`src/rtl/core/lfu_pr_pkg.sv`:
```
package lfu_pr_pkg;

  localparam int FRAMES     = 16;
  localparam int PAGE_BITS  = 16;
  localparam int STAMP_BITS = 32;
  localparam int COUNT_W    = 16;
  localparam int FAULT_W    = 32;
  localparam int CFG_W      = 5;
  localparam int IDX_W      = (FRAMES > 1) ? $clog2(FRAMES) : 1;
  localparam int CNT_W      = $clog2(FRAMES + 1);

  typedef logic [PAGE_BITS-1:0]  page_t;
  typedef logic [STAMP_BITS-1:0] stamp_t;
  typedef logic [COUNT_W-1:0]    count_t;
  typedef logic [IDX_W-1:0]      idx_t;
  typedef logic [CNT_W-1:0]      cnt_t;

  typedef enum logic [1:0] {
    ST_IDLE,
    ST_LOOK,
    ST_SCAN,
    ST_EVICT
  } state_t;

  // per-cell control from the sequencer
  typedef struct packed {
    logic active;
    logic load;
    logic bump;
    idx_t idx;
  } cell_ctl_t;

  // running victim candidate handed down the chain
  typedef struct packed {
    logic   found;
    count_t count;
    stamp_t stamp;
    idx_t   idx;
    page_t  page;
  } best_t;

endpackage

```
`src/rtl/core/lfu_pr_cell.sv`:
```
module lfu_pr_cell (
  input  logic                clk,
  input  logic                rst_n,
  input  lfu_pr_pkg::cell_ctl_t ctl,
  input  lfu_pr_pkg::page_t   key_page,
  input  lfu_pr_pkg::stamp_t  new_stamp,
  input  lfu_pr_pkg::best_t   best_in,
  output lfu_pr_pkg::best_t   best_out,
  output logic                match
);
  import lfu_pr_pkg::*;

  logic   valid_r;
  page_t  page_r;
  count_t count_r;
  stamp_t stamp_r;
  best_t  best_r, best_nxt;
  best_t  self_b;

  always_ff @(posedge clk) begin
    if (!rst_n) begin
      valid_r <= 1'b0;
    end else if (ctl.load) begin
      valid_r <= 1'b1;
    end
  end

  always_ff @(posedge clk) begin
    if (ctl.load) begin
      page_r  <= key_page;
      count_r <= COUNT_W'(1);
      stamp_r <= new_stamp;
    end else if (ctl.bump && (count_r != '1)) begin
      count_r <= count_r + COUNT_W'(1);
    end
  end

  assign match = valid_r && ctl.active && (page_r == key_page);

  always_comb begin
    self_b.found = 1'b1;
    self_b.count = count_r;
    self_b.stamp = stamp_r;
    self_b.idx   = ctl.idx;
    self_b.page  = page_r;
    best_nxt = best_in;
    if (ctl.active && valid_r) begin
      if (!best_in.found) begin
        best_nxt = self_b;
      end else if ((count_r < best_in.count) ||
                   ((count_r == best_in.count) && (stamp_r < best_in.stamp))) begin
        best_nxt = self_b;
      end
    end
  end

  always_ff @(posedge clk) begin
    best_r <= best_nxt;
  end

  assign best_out = best_r;

endmodule

```
`src/rtl/core/lfu_page_replacement.sv`:
```
// a hit or a fill is settled in ST_LOOK and strobed from the registered result beat
// on an eviction: ST_LOOK, then ST_SCAN for the victim pass down the cell chain, then ST_EVICT
// throughput: one beat at a time, busy drops in the strobe cycle and its closing edge takes start
// results are strobed for one cycle, the receiver cannot stall
// synchronous active-low reset clears valid bits and fill/stamp/fault counters, frame count to 16
module lfu_page_replacement (
  input  logic        clk,
  input  logic        rst_n,
  input  logic        start,
  output logic        busy,
  input  logic [15:0] in_page_number,
  output logic        out_valid,
  output logic        out_hit,
  output logic [3:0]  out_slot,
  output logic        out_evicted_valid,
  output logic [15:0] out_evicted_page,
  output logic [31:0] out_fault_total,
  input  logic        psel,
  input  logic        penable,
  input  logic        pwrite,
  input  logic [2:0]  paddr,
  input  logic [31:0] pwdata,
  output logic [31:0] prdata,
  output logic        pready
);
  import lfu_pr_pkg::*;

  localparam logic REG_FRAMES = 1'b0;

  state_t state_r, state_nxt;
  page_t  page_r;
  cnt_t   n_r, n_eff;
  cnt_t   scan_r, scan_nxt;
  cnt_t   filled_r, filled_nxt;
  stamp_t ref_r, ref_nxt;
  logic [FAULT_W-1:0] fault_r, fault_nxt;
  logic [CFG_W-1:0]   cfg_r;

  cell_ctl_t ctl [FRAMES];
  best_t     chain [FRAMES];
  logic [FRAMES-1:0] match;

  logic  hit_any;
  idx_t  hit_idx;
  logic  do_load, do_bump, do_out, do_evict;
  idx_t  load_idx;
  best_t victim;

  logic        out_valid_r, out_hit_r, out_evicted_valid_r;
  logic [3:0]  out_slot_r;
  logic [15:0] out_evicted_page_r;

  // configuration
  always_ff @(posedge clk) begin
    if (!rst_n) begin
      cfg_r <= CFG_W'(16);
    end else if (psel && penable && pwrite && pready && (paddr[2] == REG_FRAMES)) begin
      cfg_r <= pwdata[CFG_W-1:0];
    end
  end

  assign pready = 1'b1;
  assign prdata = (paddr[2] == REG_FRAMES) ? 32'(cfg_r) : 32'd0;

  always_comb begin
    if (cfg_r == '0) begin
      n_eff = CNT_W'(1);
    end else if (int'(cfg_r) > FRAMES) begin
      n_eff = CNT_W'(FRAMES);
    end else begin
      n_eff = CNT_W'(cfg_r);
    end
  end

  // cell chain
  for (genvar k = 0; k < FRAMES; k++) begin : g_cell
    best_t prev;
    if (k == 0) begin : g_head
      assign prev = '0;
    end else begin : g_link
      assign prev = chain[k-1];
    end
    lfu_pr_cell u_cell (
      .clk       (clk),
      .rst_n     (rst_n),
      .ctl       (ctl[k]),
      .key_page  (page_r),
      .new_stamp (ref_r),
      .best_in   (prev),
      .best_out  (chain[k]),
      .match     (match[k])
    );
  end

  assign victim = chain[FRAMES-1];

  always_comb begin
    hit_any = 1'b0;
    hit_idx = '0;
    for (int k = FRAMES - 1; k >= 0; k--) begin
      if (match[k]) begin
        hit_any = 1'b1;
        hit_idx = IDX_W'(k);
      end
    end
  end

  // sequencer
  always_ff @(posedge clk) begin
    if (!rst_n) begin
      state_r  <= ST_IDLE;
      scan_r   <= '0;
      filled_r <= '0;
      ref_r    <= '0;
      fault_r  <= '0;
    end else begin
      state_r  <= state_nxt;
      scan_r   <= scan_nxt;
      filled_r <= filled_nxt;
      ref_r    <= ref_nxt;
      fault_r  <= fault_nxt;
    end
  end

  always_ff @(posedge clk) begin
    if (start && !busy) begin
      page_r <= page_t'(in_page_number);
      n_r    <= n_eff;
    end
  end

  always_comb begin
    state_nxt  = state_r;
    scan_nxt   = scan_r;
    filled_nxt = filled_r;
    ref_nxt    = ref_r;
    fault_nxt  = fault_r;
    do_load    = 1'b0;
    do_bump    = 1'b0;
    do_out     = 1'b0;
    do_evict   = 1'b0;
    load_idx   = hit_idx;
    case (state_r)
      ST_IDLE: begin
        if (start) begin
          state_nxt = ST_LOOK;
        end
      end
      ST_LOOK: begin
        if (hit_any) begin
          do_bump   = 1'b1;
          do_out    = 1'b1;
          state_nxt = ST_IDLE;
        end else if (filled_r < n_r) begin
          do_load    = 1'b1;
          do_out     = 1'b1;
          load_idx   = filled_r[IDX_W-1:0];
          filled_nxt = filled_r + CNT_W'(1);
          state_nxt  = ST_IDLE;
        end else begin
          scan_nxt  = '0;
          state_nxt = ST_SCAN;
        end
      end
      ST_SCAN: begin
        scan_nxt = scan_r + CNT_W'(1);
        if (scan_r == CNT_W'(FRAMES - 1)) begin
          state_nxt = ST_EVICT;
        end
      end
      ST_EVICT: begin
        do_load   = 1'b1;
        do_out    = 1'b1;
        do_evict  = 1'b1;
        load_idx  = victim.idx;
        state_nxt = ST_IDLE;
      end
      default: begin
        state_nxt = ST_IDLE;
      end
    endcase
    if (do_out) begin
      ref_nxt = ref_r + STAMP_BITS'(1);
      if (do_load && (fault_r != '1)) begin
        fault_nxt = fault_r + FAULT_W'(1);
      end
    end
  end

  always_comb begin
    for (int k = 0; k < FRAMES; k++) begin
      ctl[k].active = (CNT_W'(k) < n_r);
      ctl[k].load   = do_load && (load_idx == IDX_W'(k));
      ctl[k].bump   = do_bump && (hit_idx == IDX_W'(k));
      ctl[k].idx    = IDX_W'(k);
    end
  end

  assign busy = (state_r != ST_IDLE);

  // result beat
  always_ff @(posedge clk) begin
    if (!rst_n) begin
      out_valid_r <= 1'b0;
    end else begin
      out_valid_r <= do_out;
    end
  end

  always_ff @(posedge clk) begin
    if (do_out) begin
      out_hit_r           <= do_bump;
      out_slot_r          <= 4'(load_idx);
      out_evicted_valid_r <= do_evict;
      out_evicted_page_r  <= do_evict ? 16'(victim.page) : 16'd0;
    end
  end

  assign out_valid         = out_valid_r;
  assign out_hit           = out_hit_r;
  assign out_slot          = out_slot_r;
  assign out_evicted_valid = out_evicted_valid_r;
  assign out_evicted_page  = out_evicted_page_r;
  assign out_fault_total   = 32'(fault_r);

  a_out_when_idle: assert property (@(posedge clk) disable iff (!rst_n)
    out_valid |-> !busy)
    else $error("result beat while busy");

  a_evict_not_hit: assert property (@(posedge clk) disable iff (!rst_n)
    (out_valid && out_evicted_valid) |-> !out_hit)
    else $error("eviction reported on a hit");

  a_start_busy: assert property (@(posedge clk) disable iff (!rst_n)
    (start && !busy) |=> busy)
    else $error("accepted beat did not raise busy");

  a_fault_mono: assert property (@(posedge clk) disable iff (!rst_n)
    rst_n |=> (fault_r >= $past(fault_r)))
    else $error("fault count decreased");

  a_evict_valid: assert property (@(posedge clk) disable iff (!rst_n)
    (state_r == ST_EVICT) |-> victim.found)
    else $error("no victim found at eviction");

endmodule

```
`config.mk`:
```
export PLATFORM = sky130hd
export DESIGN_NAME = lfu_page_replacement
export DESIGN_NICKNAME = d
export VERILOG_FILES = /design/src/rtl/core/lfu_pr_pkg.sv /design/src/rtl/core/lfu_pr_cell.sv /design/src/rtl/core/lfu_page_replacement.sv
export SDC_FILE = /design/constraint.sdc
export NUM_CORES = 2
export LEC_CHECK = 0
export BUFFER_PORTS_ARGS = -buffer_cell sky130_fd_sc_hd__buf_2
export CAP_MARGIN = 20
export CORE_ASPECT_RATIO = 1.5
export CORE_MARGIN = 4
export CORE_UTILIZATION = 44
export DETAILED_ROUTE_END_ITERATION = 7
export GPL_ROUTABILITY_DRIVEN = 0
export SLEW_MARGIN = 20
export SYNTH_ARGS = -nofsm -noshare
export SYNTH_HDL_FRONTEND = slang
export SYNTH_SLANG_ARGS = --single-unit
```
`constraint.sdc`:
```
create_clock -name clk -period 7.3 [get_ports clk]
set_input_delay 0.365 -clock clk [delete_from_list [all_inputs] [get_ports clk]]
set_output_delay 0.365 -clock clk [all_outputs]
set_load 0.005 [all_outputs]
```
# Yosys cells after proc, flatten, opt, wreduce, memory -nomap -nowiden
# Cells that the tools add are included.
[op_classes] add_sub_neg=20 order_cmp=48 n_eq_ne=86 mux=99 bitwise=2 n_reduce_logical=127
[op_table] op="$mux W69" count=29
[op_table] op="$mux W68" count=14
[op_table] op="$eq A16 B16 Y1" count=31
[op_table] op="$lt A32 B32 Y1" count=15
[op_table] op="$add A16 B1 Y16 const B" count=16
[op_table] op="$ne A16 B16 Y1 const B" count=16
[op_table] op="$lt A16 B16 Y1" count=15
[op_table] op="$logic_and A1 B1 Y1" count=100
[op_table] op="$mux W4" count=18
[op_table] op="$add A32 B1 Y32 const B" count=2
[op_table] op="$eq A4 B4 Y1 const B" count=16
[op_table] op="$mux W20" count=3
[op_table] op="$lt A4 B5 Y1 const A" count=8
[op_table] op="$eq A4 B3 Y1 const B" count=8
[op_table] op="$ne A32 B32 Y1 const B" count=1
[op_table] op="$mux W1" count=22
[op_table] op="$lt A3 B5 Y1 const A" count=4
[op_table] op="$mux W5" count=4
[op_table] op="$eq A4 B2 Y1 const B" count=4
[op_table] op="$logic_or A1 B1 Y1" count=15
[op_table] op="$add A5 B1 Y5 const B" count=2
[op_table] op="$lt A1 B5 Y1 const A" count=2
[op_table] op="$lt A2 B5 Y1 const A" count=2
[op_table] op="$pmux W5 S2" count=1
[op_table] op="other kinds (20)" count=34
[totals] register_bits=2220 in_bits=57 out_inout_bits=89 word_cells=537

# Logic depth before layout (Yosys ltp)
[logic_depth] ltp_word=24 mapped_depth=16 ltp_nobuf=14

# Hierarchy
# From an unflattened synthesis, not the netlist that was laid out.
[hier_totals] cells_unflattened=8161 area_unflattened_um2=99053.8
[by_module_without_submodules] module="lfu_pr_cell (g_cell[0].u_cell ...)" instances=15 cells_per_inst=465 area_per_inst_um2=5784.3 seq_area_each_um2=3163.0
[by_module_without_submodules] module="lfu_page_replacement" instances=1 cells_per_inst=719 area_per_inst_um2=6487.5 seq_area_each_um2=2932.8
[by_module_without_submodules] module="lfu_pr_cell (g_cell[9].u_cell)" instances=1 cells_per_inst=467 area_per_inst_um2=5801.8 seq_area_each_um2=3163.0

# Worst setup path before layout
# OpenSTA, ideal clock, no wires.
[synth_path] path_type="reg-to-reg" startpoint="register page_r[10]" endpoint="register g_cell[1].u_cell.page_r[0] (enable)" setup_time_ns=0.387 arrival_ns=3.828 required_ns=6.913 slack_ns=3.086 path_stages_with_launch=13 n_path_buf=3 period_less_slack_ns=4.214 cell_sequence="edfxtp_1 -> buf_6 -> buf_6 -> xor2_1 -> nor4_1 -> nand4_2 -> o211a_1 -> a221o_2 -> a21oi_4 -> a22oi_2 -> a21boi_4 -> nor2_2 -> buf_2"
[synth_rtl] item="start: declaration" line_no="lfu_page_replacement.sv:31" source="page_t page_r;"
[synth_rtl] item="start signal: assignment" line_no="lfu_page_replacement.sv:127" source="page_r <= page_t'(in_page_number);"
[synth_rtl] item="end signal: assignment" line_no="lfu_pr_cell.sv:30" source="page_r <= key_page;"
[synth_rtl] item="end: declaration" line_no="lfu_pr_cell.sv:14" source="page_t page_r;"

# Final worst setup path
[layout_path] startpoint="register n_r[4]" endpoint="register g_cell[1].u_cell.stamp_r[4] (enable)"
[layout_via] elab_chain_cells=24 elab_cells_between_ends=89 cone_classes="order compare (17); eq/ne (1); mux (38); reduce/logical (33)"
[layout_rtl] item="start: declaration" line_no="lfu_page_replacement.sv:32" source="cnt_t n_r, n_eff;"
[layout_rtl] item="start signal: assignment" line_no="lfu_page_replacement.sv:128" source="n_r <= n_eff;"
[layout_rtl] item="$lt A4 B5 Y1" line_no="lfu_page_replacement.sv:192" source="ctl[k].active = (CNT_W'(k) < n_r);"
[layout_rtl] item="$logic_and A1 B1 Y1 (2 in series)" line_no="lfu_pr_cell.sv:38" source="assign match = valid_r && ctl.active && (page_r == key_page);"
[layout_rtl] item="$mux W4 (16 in series)" line_no="lfu_page_replacement.sv:101" source="if (match[k]) begin"
[layout_rtl] item="$mux W4" line_no="lfu_page_replacement.sv:154" source="end else if (filled_r < n_r) begin"
[layout_rtl] item="$mux W4" line_no="lfu_page_replacement.sv:150" source="if (hit_any) begin"
[layout_rtl] item="$pmux W4 S2" line_no="lfu_page_replacement.sv:143" source="case (state_r)"
[layout_rtl] item="$eq A4 B1 Y1" line_no="lfu_page_replacement.sv:193" source="ctl[k].load = do_load && (load_idx == IDX_W'(k));"
[layout_rtl] item="$logic_and A1 B1 Y1 (*)" line_no="lfu_page_replacement.sv:193"
[layout_rtl] item="end signal: assignment" line_no="lfu_pr_cell.sv:32" source="stamp_r <= new_stamp;"
[layout_rtl] item="end: declaration" line_no="lfu_pr_cell.sv:16" source="stamp_t stamp_r;"
# Mark *: on every way between the ends. The rest lies on a longest branch, timed or not.
# A chain may end at the register's enable or synchronous reset.

==> flow_summary.toml <==
[cells_and_area]
layout_common_cells = "dfxtp_1, mux2_2, inv_1"
instances_no_fill = 11440
design_area_mm2 = 0.108
area_delta_synth_final_pct = 11.6
layout_commonest_cell = "dfxtp_1"
post-route-util = 0.494
drive_gt1_frac = 0.172
fin_nets = 9185

[timing]
hold_viol = 0
skew_ns = 0.0589
fmax_mhz = 174
setup_slack_ns = 1.55
min_period_ns = 5.75
setup_viol = 0
fin_crit_sh = 0.787
worst_slew_pin_slew_ns = 1.12
hold_ws_ns = 0.0714
relSlewSlack = 0.253
slew_viol_final = 0
setup_tns_ns = 0
rsz0062_at_grt = "false"

[yosys]
synth_seq_cells = 2205
synth_area_leader_cell = "dfxtp_1"
synth_edf_count = 811
synth.avg_cell_area_um2 = 11.8
ys_seq_area_frac = 0.542
yosys_warnings = 0
synthArstFlopShare = 0
synthCells = 8204
synth_top_area_frac = 0.289
synth_area_leaders = "dfxtp_1, edfxtp_1, mux2_2"
syn_area_mm2 = 0.0965
synthFlopType = "dfxtp_1"
synth.distinct_cells = 113

[power_and_ir_drop]
power_leakage_nw = 41.9
switchingPower_mw = 5.44
vdd_drop_max_uv = 175
p_seq_frac = 0.522
power_frac_clock = 0.439
power_mw = 25.2
p_per_area_mw_per_mm2 = 234
p_int_mw = 19.7
combPwrFrac = 0.039
power_switching_share = 0.216

[cts]
cts_hold_buf = 22
cts.sink_count = 2205
cts_resized = 0
ctsLongestPathBuffers = 4
cts_setup_buffers = 0
htree_levels = 4
numCtsBuffers = 217
clkTransAtPathRegs_ns = 0.06
clockRootBuffer = "clkbuf_16"
cts_tree = "yes"
clock_latency_ns = 0.89

[critical_path]
critPathMaxStageDelay_ns = 0.89
slowest_stage = "edfxtp_1"
arrival_ns = 6.27
worst-path-max-fanout = 33
reg2reg_depth = 10
crit_chain = "or2_4 > o311ai_2 > or4_4 > o211a_1 > a221o_2 > a21oi_4 > a22oi_2 > a21boi_4 > nor2_4 > buf_12"
worstPathRequired_ns = 7.82
start_kind = "register"
critical_path_class = "register to register"
end_kind = "register"

[routing]
firstDrtPassIters = 5
routed_via_density = 5.21
num_vias = 59643
wl_met3_um = 8090
totalWireLength_um = 230000
wl_met2_um = 120000
wl_per_cell_um = 20.1
dr.max_layer_used = "met5"
drc = 0
ant_nets = 0
wl_met1_um = 91000
drt_iter0_markers = 2639

[place]
dp_cells = 11016
place_hpwl_um = 172000
port_buffers = 88
place_ws_ns = 1.59
place_area_mm2 = 0.100

[worst_hold_path]
min_path_type = "input pin to register"
whs_path_depth = 4

[floorplanning]
std_cell_rows = 210
die_h_um = 582
core-area_mm2 = 0.218
ios = 146
start_util = 0.442
dieArea_mm2 = 0.227
die_w_um = 390

[grt]
grt_max_degree = 133
grt_pass1_vias = 62383
grt_pass1_wl_um = 356000
grt-ovfl-total = 0
antenna_found_initial = 15
grtUsageTotal = 0.200

[flow_run]
drv_cap = 0

[outcome]
run_status = "completed"
cells by family after synthesis:
family / count (synthesis) / share of synthesized area
flops: 2205 / 0.542
mux: 886 / 0.103
xor+xnor: 531 / 0.0483
compound gates: 851 / 0.0605
fa+ha+maj: 732 / 0.0949
buf+inv: 1099 / 0.0472
other cells: 2 / 0.0000778
simple gates: 1898 / 0.105
flip-flops by register name, summed over array words and instances (netlist names), 16 cells and up, named ones only:
signal	flops
g_cell.u_cell.best_out	1040
g_cell.u_cell.count_r	256
g_cell.u_cell.page_r	256
g_cell.u_cell.stamp_r	512
g_cell.u_cell.valid_r	16
out_evicted_page	16
out_fault_total	32
page_r	16
ref_r	32
power by group through the flow:
stage / Combinational, mW / Clock (mW) / Sequential [mW]
global route: 1.11 / 11.8 / 13.1
detailed placement: 0.979 / 0 / 13.4
global placement: 0.963 / 0 / 13.4
finish: 0.986 / 11.1 / 13.1
floorplan: 0.705 / 0 / 13.3
CTS: 1.00 / 11.3 / 13.1
cells in the mapped netlist (148+ instances only):
cell type  number
clkbuf_1      148
nand2_1       236
xnor2_1       293
ha_1          732
mux2_2        838
a21o_1        177
nand3_1       275
inv_1         826
dfxtp_1      1394
nand4_1       226
edfxtp_1      811
xor2_1        237
nor2_1        448
a21oi_1       215
final cells by class:
class / count / area [um2]
Antenna cell: 5 / 12.5
Inverter: 830 / 3120
Clock buffer: 280 / 5970
Timing Repair Buffer: 216 / 1630
Fill cell: 19364 / 110000
Sequential cell: 2205 / 52300
Multi-Input combinational cell: 4926 / 40000
Tap cell: 2862 / 3580
Clock inverter: 116 / 1050
per-layer routing:
metal  global-route usage  up-vias
met5                    0        -
met4               0.0866        2
met3               0.0258      475
met2                0.376     1075
met1                0.224    28916
li1                     -    29175
final timing paths:
kind	from	endpoint	slack [ns]
setup reg to reg	n_r[4]$_SDFFCE_PN0P_	g_cell[1].u_cell.stamp_r[4]$_DFFE_PP_	1.55
setup / recovery	n_r[4]$_SDFFCE_PN0P_	g_cell[1].u_cell.stamp_r[4]$_DFFE_PP_	1.55
hold reg to reg	g_cell[12].u_cell.best_out[17]$_DFF_P_	g_cell[13].u_cell.best_out[17]$_DFF_P_	0.38
hold / removal	pwrite	cfg_r[3]$_SDFFE_PN0P_	0.07
worst max-delay path, delay by kind of cell (launching register included):
family | cells | cell delay [ns]
compound gates | 6 | 2.30
flops | 1 | 0.89
buf+inv | 1 | 0.31
simple gates | 3 | 1.80
(Power assumes the default switching activity.)
